`src/hdl/srcf_pkg.sv`:
```
`timescale 1ns / 1ps
// Shared types, constants and the CRC-8 byte fold for the sensor record framer.
// No dependencies; imported by srcf_crc_pipe and sensor_record_crc8_framer.
package srcf_pkg;

  localparam int FRAME_LEN   = 17;
  localparam int PAYLOAD_LEN = 15;
  localparam int CRC_STAGES  = 4;
  localparam int IDX_W       = $clog2(FRAME_LEN);

  localparam logic [7:0] CRC_POLY_REFL = 8'h8C;
  localparam logic [7:0] CRC_INIT      = 8'h00;
  localparam logic [7:0] TOKEN_RESET   = 8'h25;  // '%'

  // Configuration register indexes
  localparam logic CFG_START_TOKEN = 1'b0;
  localparam logic CFG_CRC_COVERS  = 1'b1;

  typedef enum logic [1:0] {
    KIND_START   = 2'd0,
    KIND_PAYLOAD = 2'd1,
    KIND_CRC     = 2'd2
  } byte_kind_t;

  typedef logic [PAYLOAD_LEN-1:0][7:0] payload_t;

  // Record plus finished CRC, handed from the CRC pipe to the serializer
  typedef struct packed {
    payload_t   payload;
    logic [7:0] crc;
  } frame_t;

  // Maxim/Dallas CRC-8, reflected, one byte
  function automatic logic [7:0] crc8_fold(input logic [7:0] crc, input logic [7:0] data);
    logic [7:0] c;
    c = crc ^ data;
    for (int b = 0; b < 8; b++) begin
      if (c[0]) c = (c >> 1) ^ CRC_POLY_REFL;
      else      c = c >> 1;
    end
    return c;
  endfunction

endpackage

```
`src/hdl/srcf_crc_pipe.sv`:
```
`timescale 1ns / 1ps
// Four-stage CRC-8 pipeline over the 15 payload bytes (and optionally the token).
// Depends on srcf_pkg.
module srcf_crc_pipe (
  input  logic               clk,
  input  logic               rst,
  input  logic               in_valid,
  output logic               in_ready,
  input  srcf_pkg::payload_t in_payload,
  input  logic [7:0]         start_token,
  input  logic               crc_covers_start,
  output logic               out_valid,
  input  logic               out_ready,
  output srcf_pkg::frame_t   out_frame
);
  import srcf_pkg::*;

  // Stage s folds bytes 4s-1 .. 4s+2 (stage 0: token option plus bytes 0..2)
  logic     stage_valid [CRC_STAGES];
  payload_t stage_pay   [CRC_STAGES];
  logic [7:0] stage_crc [CRC_STAGES];
  logic     stage_ready [CRC_STAGES];
  logic [7:0] crc_next  [CRC_STAGES];

  // Ready chain: a stage moves when empty or when its successor moves
  always_comb begin
    stage_ready[CRC_STAGES-1] = !stage_valid[CRC_STAGES-1] || out_ready;
    for (int s = CRC_STAGES - 2; s >= 0; s--) begin
      stage_ready[s] = !stage_valid[s] || stage_ready[s+1];
    end
  end

  // Partial CRC per stage
  always_comb begin
    logic [7:0] c;
    payload_t   p;
    int         idx;
    for (int s = 0; s < CRC_STAGES; s++) begin
      if (s == 0) begin
        p = in_payload;
        c = crc_covers_start ? crc8_fold(CRC_INIT, start_token) : CRC_INIT;
      end else begin
        p = stage_pay[s-1];
        c = stage_crc[s-1];
      end
      for (int j = 0; j < 4; j++) begin
        idx = 4 * s - 1 + j;
        if (idx >= 0 && idx < PAYLOAD_LEN) c = crc8_fold(c, p[idx]);
      end
      crc_next[s] = c;
    end
  end

  // Stage registers
  always_ff @(posedge clk) begin
    if (rst) begin
      for (int s = 0; s < CRC_STAGES; s++) stage_valid[s] <= 1'b0;
    end else begin
      for (int s = 0; s < CRC_STAGES; s++) begin
        if (stage_ready[s]) begin
          stage_valid[s] <= (s == 0) ? in_valid : stage_valid[s-1];
        end
      end
    end
  end

  always_ff @(posedge clk) begin
    for (int s = 0; s < CRC_STAGES; s++) begin
      if (stage_ready[s]) begin
        stage_pay[s] <= (s == 0) ? in_payload : stage_pay[s-1];
        stage_crc[s] <= crc_next[s];
      end
    end
  end

  assign in_ready          = stage_ready[0];
  assign out_valid         = stage_valid[CRC_STAGES-1];
  assign out_frame.payload = stage_pay[CRC_STAGES-1];
  assign out_frame.crc     = stage_crc[CRC_STAGES-1];

endmodule

```
`src/hdl/sensor_record_crc8_framer.sv`:
```
`timescale 1ns / 1ps
// Top level of the sensor record framer: config registers, serializer, output register.
// Depends on srcf_pkg and srcf_crc_pipe.
//
// Each accepted record becomes a 17-byte frame: start token, 15 little-endian payload
// bytes (node id, temperature, accel x/y/z, gyro x/y/z), then a Maxim/Dallas CRC-8
// (reflected 0x8C, init 0). The output byte serializer sends one byte per cycle while
// out_stall is low; records queue in the four CRC stages meanwhile, and frames follow
// each other with no gap. With an idle pipe the start token reaches the output through
// the four CRC stages, the serializer load and the output register, and its transfer
// happens at the next edge at the earliest. Configuration (start token, and whether the
// token enters the CRC) is written on a port that is always ready, and is meant to
// change only while the block is idle.
module sensor_record_crc8_framer (
  input  logic               clk,
  input  logic               rst,
  // record input
  input  logic               in_valid,
  output logic               in_stall,
  input  logic [7:0]         node_id,
  input  logic [15:0]        temperature_raw,
  input  logic signed [15:0] accel_x,
  input  logic signed [15:0] accel_y,
  input  logic signed [15:0] accel_z,
  input  logic signed [15:0] gyro_x,
  input  logic signed [15:0] gyro_y,
  input  logic signed [15:0] gyro_z,
  // byte output
  output logic               out_valid,
  input  logic               out_stall,
  output logic [7:0]         out_byte,
  output logic [1:0]         byte_kind,
  output logic               frame_end,
  // configuration writes
  input  logic               cfg_valid,
  output logic               cfg_ready,
  input  logic               cfg_index,
  input  logic [7:0]         cfg_data
);
  import srcf_pkg::*;

  localparam logic [IDX_W-1:0] LAST_IDX = IDX_W'(FRAME_LEN - 1);

  logic       start_token;
  logic [7:0] token;
  logic       crc_covers_start;

  payload_t   in_payload;
  logic       pipe_in_ready;
  logic       pipe_valid;
  logic       pipe_ready;
  frame_t     pipe_frame;

  logic             ser_valid;
  logic [IDX_W-1:0] ser_idx;
  frame_t           ser_frame;
  logic             ser_last;
  logic             out_free;
  logic [IDX_W-1:0] pay_idx;
  logic [7:0]       sel_byte;
  byte_kind_t       sel_kind;

  // Configuration registers
  assign cfg_ready   = 1'b1;
  assign start_token = 1'b0;
  always_ff @(posedge clk) begin
    if (rst) begin
      token            <= TOKEN_RESET;
      crc_covers_start <= 1'b0;
    end else if (cfg_valid && cfg_ready) begin
      case (cfg_index)
        CFG_START_TOKEN: token            <= cfg_data;
        CFG_CRC_COVERS:  crc_covers_start <= cfg_data[0];
        default: ;
      endcase
    end
  end

  // Pack record little-endian
  assign in_payload = {gyro_z, gyro_y, gyro_x, accel_z, accel_y, accel_x,
                       temperature_raw, node_id};

  srcf_crc_pipe u_crc_pipe (
    .clk              (clk),
    .rst              (rst),
    .in_valid         (in_valid),
    .in_ready         (pipe_in_ready),
    .in_payload       (in_payload),
    .start_token      (token | {8{start_token}}),
    .crc_covers_start (crc_covers_start),
    .out_valid        (pipe_valid),
    .out_ready        (pipe_ready),
    .out_frame        (pipe_frame)
  );

  assign in_stall = !pipe_in_ready;

  // Serializer handshake
  assign out_free   = !out_valid || !out_stall;
  assign ser_last   = (ser_idx == LAST_IDX);
  assign pipe_ready = !ser_valid || (ser_last && out_free);

  always_ff @(posedge clk) begin
    if (rst) begin
      ser_valid <= 1'b0;
      ser_idx   <= '0;
    end else if (pipe_valid && pipe_ready) begin
      ser_valid <= 1'b1;
      ser_idx   <= '0;
    end else if (ser_valid && out_free) begin
      if (ser_last) begin
        ser_valid <= 1'b0;
        ser_idx   <= '0;
      end else begin
        ser_idx <= ser_idx + 1'b1;
      end
    end
  end

  always_ff @(posedge clk) begin
    if (pipe_valid && pipe_ready) ser_frame <= pipe_frame;
  end

  // Byte select for the current frame position
  assign pay_idx = ser_idx - 1'b1;
  always_comb begin
    if (ser_idx == '0) begin
      sel_byte = token;
      sel_kind = KIND_START;
    end else if (ser_last) begin
      sel_byte = ser_frame.crc;
      sel_kind = KIND_CRC;
    end else begin
      sel_byte = ser_frame.payload[pay_idx[3:0]];
      sel_kind = KIND_PAYLOAD;
    end
  end

  // Output register
  always_ff @(posedge clk) begin
    if (rst) begin
      out_valid <= 1'b0;
    end else if (out_free) begin
      out_valid <= ser_valid;
    end
  end

  always_ff @(posedge clk) begin
    if (out_free && ser_valid) begin
      out_byte  <= sel_byte;
      byte_kind <= sel_kind;
      frame_end <= ser_last;
    end
  end

  // Checks
  a_idx_range: assert property (@(posedge clk) disable iff (rst)
    ser_valid |-> ser_idx <= LAST_IDX)
    else $error("serializer index past end of frame");

  a_end_is_crc: assert property (@(posedge clk) disable iff (rst)
    out_valid && frame_end |-> byte_kind == KIND_CRC)
    else $error("frame end on a byte that is not the CRC");

  a_load_at_boundary: assert property (@(posedge clk) disable iff (rst)
    pipe_valid && pipe_ready |-> !ser_valid || ser_last)
    else $error("new frame loaded in the middle of a frame");

  a_start_follows_end: assert property (@(posedge clk) disable iff (rst)
    out_valid && !out_stall && frame_end && ser_valid |=> out_valid && byte_kind == KIND_START)
    else $error("next frame does not open with the start token");

endmodule
```
`config.mk`:
```
export PLATFORM = sky130hd
export DESIGN_NAME = sensor_record_crc8_framer
export DESIGN_NICKNAME = d
export VERILOG_FILES = /design/src/hdl/srcf_pkg.sv /design/src/hdl/srcf_crc_pipe.sv /design/src/hdl/sensor_record_crc8_framer.sv
export SDC_FILE = /design/constraint.sdc
export NUM_CORES = 1
export LEC_CHECK = 0
export ABC_AREA = 1
export BUFFER_PORTS_ARGS = -buffer_cell sky130_fd_sc_hd__buf_2
export CORE_ASPECT_RATIO = 1.75
export CORE_MARGIN = 5
export CORE_UTILIZATION = 55
export CTS_CLUSTER_DIAMETER = 100
export CTS_CLUSTER_SIZE = 16
export DETAILED_ROUTE_END_ITERATION = 6
export PLACE_DENSITY = 0.73
export SKIP_CTS_REPAIR_TIMING = 1
export SLEW_MARGIN = 20
export SYNTH_ARGS = -nofsm -noshare
export SYNTH_HDL_FRONTEND = slang
export SYNTH_HIERARCHICAL = 1
export SYNTH_SLANG_ARGS = --single-unit
```
`constraint.sdc`:
```
create_clock -name clk -period 19.7 [get_ports clk]
set_clock_uncertainty 0.1 [all_clocks]
set_input_delay 3.94 -clock clk [delete_from_list [all_inputs] [get_ports clk]]
set_output_delay 3.94 -clock clk [all_outputs]
set_load 0.1 [all_outputs]
```
==> results of run 1 <==
==> cell type report <==
type / instances / area (sq um)
clock buffers: 59 / 1240
clock inverters: 2 / 25.0
fillers: 4037 / 20600
inverters: 337 / 1270
multi-input cells: 1578 / 7620
flip-flops and latches: 671 / 20000
well taps: 678 / 848
repair buffers: 155 / 802
==> cells in the mapped netlist (11+ instances only) <==
| master | number | area share (%) |
|---|---|---|
| buf_2 | 11 | 0.19 |
| clkbuf_1 | 11 | 0.14 |
| dfxtp_1 | 16 | 1.1 |
| edfxtp_1 | 655 | 68 |
| inv_1 | 303 | 3.9 |
| inv_2 | 32 | 0.41 |
| nand2_1 | 919 | 12 |
| nand2_2 | 109 | 2.4 |
| nand2_4 | 18 | 0.70 |
| nand3_1 | 362 | 6.2 |
| nand3_2 | 19 | 0.66 |
| nand3b_1 | 18 | 0.47 |
| nor2_1 | 27 | 0.35 |
| xnor2_1 | 19 | 0.57 |
| xor2_1 | 38 | 1.1 |
==> per-layer routing <==
metal | vias up | wire [um] | GRT usage (%)
met3 | 117 | 2850 | 2.58
met1 | 8389 | 21100 | 23.4
met5 | - | 13 | 0
met2 | 493 | 31400 | 37.9
li1 | 8977 | - | -
met4 | 2 | 1960 | 6.90
==> state kept, by name (all words and copies together) (netlist names) <==
signal,count
byte_kind,2
crc_covers_start,1
frame_end,1
out_byte,8
out_valid,1
ser_frame,128
ser_idx,5
ser_valid,1
token,8
u_crc_pipe/stage_crc,32
u_crc_pipe/stage_pay,480
u_crc_pipe/stage_valid,4
==> through the flow <==
| step | setup slack (ps) | cell area [sq um] | instances | utilization, % |
|---|---|---|---|---|
| floorplan | 997 | 29000 | 2615 | - |
| global placement | 8760 | 30500 | 3419 | 58.3 |
| detailed placement | 8640 | 30500 | 3419 | 58.3 |
| CTS | 8640 | 31800 | 3480 | 60.7 |
| global route | 8360 | 31800 | 3480 | 60.7 |
| finish | 8690 | 31800 | 3480 | 60.7 |
==> cell families after synthesis <==
kind of cell / after synthesis / synth area share (%)
and+or+nand+nor: 1492 / 23.3
DFF: 671 / 68.9
buffers and inverters: 366 / 4.88
xor gates and xnor gates: 70 / 2.55
AOI/OAI and AO/OA: 13 / 0.263
adders and majority gates: 2 / 0.0863
other: 1 / 0.0129
==> final timing paths <==
| kind | from | endpoint | slack (ps) | depth (start not counted) |
|---|---|---|---|---|
| setup reg to reg | ser_idx[0] | u_crc_pipe/stage_valid[0] | 14030 | 17 |
| hold reg to reg | u_crc_pipe/stage_pay[3][45] | ser_frame[53] | 310 | 0 |
| hold / removal | u_crc_pipe/stage_pay[3][45] | ser_frame[53] | 310 | 0 |
| setup / recovery | out_stall | in_stall | 8690 | 12 |
==> results.toml, run 1 <==
[final_layout]
nets = 2926
layout_commonest_cell = "nand2_1"
drive_gt1_share_pct = 14.6
final_cell_mix = "nand2_1, edfxtp_1, nand3_1"
syn_to_final_growth_pct = 9.62
n_antenna_cell = 0

[timing]
worstMarginPinSlew_ps = 1080
slew_violations = 0
finalCritPeriodShare_pct = 55.9
holdWs_ps = 310
post-route-min-period_ps = 11010
grt_setup_unrepaired = "false"
slew_headroom_pct = 28.1
fmax_mhz = 90.8
hold_violations = 0
setup-violations-final = 0
setup-tns-final_ps = 0

[job]
maxCapViolations = 0

[die]
die_w_um = 184
io_pins = 148
core_sq_um = 52400
rows = 111
start_util_pct = 55.4
die-height_um = 314
die_area_sq_um = 57600

[setup_path]
worst-path-buf-inv = 6
cp_cell_sequence = "buf_2 -> nand2_1 -> inv_1 -> o21ai_4 -> nor2_1 -> inv_4 -> nor2_1 -> nand2_4 -> inv_1 -> nand2_4 -> inv_1 -> buf_2"
critical_path.top_delay_family = "simple AND/OR/NAND/NOR gates"
cp_common_cell = "inv_1"
worstPathMaxFanout = 46
crit_path_start_kind = "input port"
end_kind = "primary output"
cp_slowest_cell = "nand2_4"
crit_required_ps = 15660
slowest_delay_ps = 470
crit_type = "input port to primary output"
arrival_ps = 6970

[grt]
grt_overflow = 0
grt_max_degree = 92
grt_antenna_before_repair = 2
grt_use_total_pct = 20.1
grt_pass1_wl_um = 91700
grt_pass1_vias = 17800

[clocking]
clk_path_buf_depth = 3
cts_tree = "done"
cts-root-buf = "clkbuf_16"
path_clk_slew_ps = 70
htree_levels = 2
cts_sinks = 671
insertion_delay_ps = 580
numCtsBuffers = 47

[synthesis]
syn-num-nets = 2751
synth_ff_type = "edfxtp_1"
synth_seq_cells = 671
synth_edf_count = 655
yosysUniqueCellTypes = 35
synthCells = 2615
avgSynthCellArea_sq_um = 11.1
yosysSeqAreaShare_pct = 68.9
synth_area_sq_um = 29000
yosys_warnings = 6
synthArstFlopShare_pct = 0

[routing]
routed_wl_um = 57400
drc_errors = 0
ant_nets = 0
drtPass1Iterations = 6
drt_iter0_drc = 1346
avgRoutedWirePerCell_um = 16.5
avgViaCountPerCell = 5.17
vias = 18000

[placement]
dp_hpwl_um = 42100
place_congestion = 0.857
port-buffer-count = 146

[outcome]
status = "finished clean"

[worst_hold_path]
hold_path.class = "register to register"
Power of run 1 is left out: the tool's default activity adds up to more than one toggle a clock period on the data nets, which glitch-free logic cannot reach.
==> run 2: changes to the inputs <==
PLACE_DENSITY = 0.76   (was 0.73)
clock period = 9.4 ns   (was 19.7 ns; I/O delays follow)
==> results.toml, run 2 (same netlist as run 1, synthesis figures left out) <==
[placement]
dp_hpwl_um = 40900
place_congestion = 0.884
port-buffer-count = 146

[clocking]
htree_levels = 2
insertion_delay_ps = 580
cts-root-buf = "clkbuf_16"
cts_sinks = 671
clk_path_buf_depth = 3
path_clk_slew_ps = 70
cts_tree = "done"
numCtsBuffers = 47

[routing]
drtPass1Iterations = 6
drc_errors = 0
ant_nets = 0
avgViaCountPerCell = 5.19
routed_wl_um = 56400
drt_iter0_drc = 1145
vias = 18100
avgRoutedWirePerCell_um = 16.2

[timing]
slew_headroom_pct = 33.4
setup-violations-final = 0
worstMarginPinSlew_ps = 999
setup-tns-final_ps = 0
fmax_mhz = 143
slew_violations = 0
post-route-min-period_ps = 6990
hold_violations = 0
finalCritPeriodShare_pct = 74.4
grt_setup_unrepaired = "false"

[die]
start_util_pct = 55.4
io_pins = 148
die_w_um = 184
die-height_um = 314
die_area_sq_um = 57600
rows = 111
core_sq_um = 52400

[setup_path]
end_kind = "primary output"
crit_required_ps = 7420
worstPathMaxFanout = 80
crit_path_start_kind = "input port"
arrival_ps = 5010
crit_type = "input port to primary output"

[final_layout]
largestRegisters = "u_crc_pipe/stage_pay x480, ser_frame x128, u_crc_pipe/stage_crc x32"
ff_latch_area_sq_um = 20000
fill_cells = 3918
drive_gt1_share_pct = 14.6
final_cell_mix = "nand2_1, edfxtp_1, nand3_1"
syn_to_final_growth_pct = 9.69
multiInputGateArea_sq_um = 7630
largest_reg_flops = 480
nets = 2926
layout_commonest_cell = "nand2_1"
n_antenna_cell = 0
largest-register = "u_crc_pipe/stage_pay"

[worst_hold_path]
hold_path.class = "register to register"

[outcome]
status = "finished clean"

[grt]
grt_use_total_pct = 19.7
grt_antenna_before_repair = 1
grt_overflow = 0
grt_pass1_vias = 18200
grt_pass1_wl_um = 90800
grt_max_degree = 81

[job]
maxCapViolations = 0
-- run 2: changes by cell type in the layout (fill, tap and decap cells not counted), sizes merged --
cell      previous run  this run
clkinvlp             0         2
inv                336       334
-- run 2: path summary, 6_finish.rpt --
| check | startpoint | end | slack [ps] | cells after the start |
|---|---|---|---|---|
| worst min-delay path | u_crc_pipe/stage_pay[3][55] | ser_frame[63] | 310 | 0 |
| worst min register to register | u_crc_pipe/stage_pay[3][55] | ser_frame[63] | 310 | 0 |
| worst max register to register | ser_idx[0] | u_crc_pipe/stage_pay[0][81] | 4600 | 14 |
| worst max-delay path | out_stall | in_stall | 2410 | 12 |
-- run 2: routing by layer --
metal  up-vias  GRT usage, %  routed length [um]
met1      8521          22.7               21300
met4         2          7.69                2270
met2       456          37.0               30400
li1       8973             -                   -
met3       126          2.33                2320
met5         -             0                  13
-- run 2: cell type report --
class / count / share of cell area, %
Sequential cell: 671 / 62.8
Multi-Input combinational cell: 1578 / 24.0
Inverter: 337 / 4.02
Timing Repair Buffer: 155 / 2.51
Tap cell: 678 / 2.67
Clock buffer: 59 / 3.90
Clock inverter: 2 / 0.0787
-- run 2: worst max-delay path: stages --
cell	delay, ps
buf_2	80
nand2_1	60
inv_1	130
o21ai_4	90
nor2_1	280
clkinvlp_4	150
nor2_1	450
nand2_8	480
inv_1	370
nand2_8	380
clkinvlp_4	190
buf_2	430
-- run 2: per-stage QoR --
stage	worst slack (ps)	hold slack, ps	std cells	utilization, %	cell area, sq um
6_report	2410	309	3480	60.8	31800
3_5_place_dp	2270	305	3419	58.3	30500
2_1_floorplan	109	300	2615	-	29000
4_1_cts	2250	309	3480	60.8	31800
5_1_grt	1970	320	3480	60.8	31800
3_3_place_gp	2370	301	3419	58.3	30500
Power of run 2 is left out for the same reason.
==> run 3: changes to the inputs <==
clock period = 5.9 ns   (was 9.4 ns; I/O delays follow)
==> results.toml, run 3 (same netlist as run 1, synthesis figures left out) <==
[outcome]
status = "finished clean"

[setup_path]
crit_end = "in_stall"
reg2reg_from = "ser_idx[1]"
critPathLaunch = "ser_idx[1]"
crit_required_ps = 4620
slowest_delay_ps = 520
cp_num_cells = 14
cp_slowest_cell = "nor2_1"
end_kind = "primary output"
worst-path-buf-inv = 6
crit_type = "register to primary output"
reg2reg_setup_slack_ps = 2030
critical_path.top_delay_family = "simple AND/OR/NAND/NOR gates"
r2r_end = "u_crc_pipe/stage_valid[0]"
worstPathMaxFanout = 45
cp_cell_sequence = "inv_1 -> ha_1 -> inv_1 -> nor3_4 -> nand2_4 -> o21ai_4 -> nor2_4 -> clkinvlp_4 -> nor2_1 -> nand2_8 -> inv_6 -> nand2_8 -> clkinvlp_4 -> buf_12"
arrival_ps = 3580
crit_path_start_kind = "register"
r2r_cells = 15

[routing]
routed_wl_um = 56500
drt_iter0_drc = 1205
vias = 18000
ant_nets = 0
avgRoutedWirePerCell_um = 16.2
drc_errors = 0
avgViaCountPerCell = 5.18
drtPass1Iterations = 5

[final_layout]
nets = 2926
multiInputGateArea_sq_um = 7660
syn_to_final_growth_pct = 9.96
design_area_sq_um = 31900
largest-register = "u_crc_pipe/stage_pay"
largestRegisters = "u_crc_pipe/stage_pay x480, ser_frame x128, u_crc_pipe/stage_crc x32"
final_cell_mix = "nand2_1, edfxtp_1, nand3_1"
largest_reg_flops = 480
layout_commonest_cell = "nand2_1"
drive_gt1_share_pct = 14.8
n_antenna_cell = 0
fin_cells = 3480
ff_latch_area_sq_um = 20000
fill_cells = 3969

[grt]
grt_pass1_vias = 17800
grt_pass1_wl_um = 88900
grt_max_degree = 88
grt_use_total_pct = 19.4
grt_antenna_before_repair = 1
grt_overflow = 0

[clocking]
numCtsBuffers = 47
cts-root-buf = "clkbuf_16"
cts_tree = "done"
clk_path_buf_depth = 3
cts_sinks = 671
path_clk_slew_ps = 70
insertion_delay_ps = 580
htree_levels = 2

[worst_hold_path]
hold_path.class = "register to register"

[timing]
slew_violations = 0
slew_headroom_pct = 25.0
post-route-min-period_ps = 4860
holdWs_ps = 304
grt_setup_unrepaired = "false"
fmax_mhz = 206
setup-violations-final = 0
finalCritPeriodShare_pct = 82.4
hold_violations = 0
worstMarginPinSlew_ps = 1130

[placement]
place_congestion = 0.893
dp_hpwl_um = 41100
port-buffer-count = 146
place_area_sq_um = 30600
placedCellCount = 3419

[die]
die-height_um = 314
core_sq_um = 52400
rows = 111
start_util_pct = 55.4
die_area_sq_um = 57600
die_w_um = 184
io_pins = 148

[job]
maxCapViolations = 0
run 3: changes by cell type in the layout (fill, tap and decap cells not counted), sizes merged:
| cell | delta |
|---|---|
| clkinv | +1 |
| clkbuf | -1 |
run 3: stage by stage:
step	setup slack (ps)	setup TNS, ps	utilization (%)
global route	781	0	60.9
detailed placement	1220	0	58.5
finish	1040	0	60.9
global placement	1290	0	58.5
floorplan	-1030	-93930	-
CTS	1070	0	60.9
run 3: worst min path at each step:
| stage | start | endpoint | slack, ps | cells past startpoint |
|---|---|---|---|---|
| floorplan | u_crc_pipe/stage_crc[3][0] | ser_frame[0] | 300 | 0 |
| global placement | u_crc_pipe/stage_crc[3][0] | ser_frame[0] | 300 | 0 |
| detailed placement | u_crc_pipe/stage_pay[3][92] | ser_frame[100] | 300 | 0 |
| CTS | u_crc_pipe/stage_pay[3][55] | ser_frame[63] | 290 | 0 |
| global route | u_crc_pipe/stage_pay[3][55] | ser_frame[63] | 310 | 0 |
| finish | u_crc_pipe/stage_pay[2][81] | u_crc_pipe/stage_pay[3][81] | 300 | 0 |
run 3: worst register-to-register path, stage by stage, from the launching register on:
cell and delay [ps]:
dfxtp_1 330, inv_1 100, ha_1 170, inv_1 80, nor3_4 340, nand2_4 140
o21ai_4 230, nor2_4 60, clkinvlp_4 70, nor2_1 140, nand2_8 340, inv_6 80
nand2_8 290, buf_4 850, inv_1 150, nand2_1 110
run 3: layout make-up:
| type | count | share of cell area (%) |
|---|---|---|
| sequential | 671 | 62.7 |
| multi-input combinational | 1578 | 24.0 |
| inverter | 337 | 4.04 |
| clock buffer | 58 | 3.82 |
| tap | 678 | 2.66 |
| timing repair buffer | 155 | 2.63 |
| clock inverter | 3 | 0.173 |
run 3: per-layer routing:
layer	share of wire, %	up-vias	global-route usage, %	wire [um]
met5	0.012	-	0	7
met4	4.4	2	8.30	2490
met3	4.3	146	2.25	2420
met2	54	501	36.6	30500
met1	37	8423	22.0	21000
li1	-	8970	-	-
Power of run 3 is left out for the same reason.
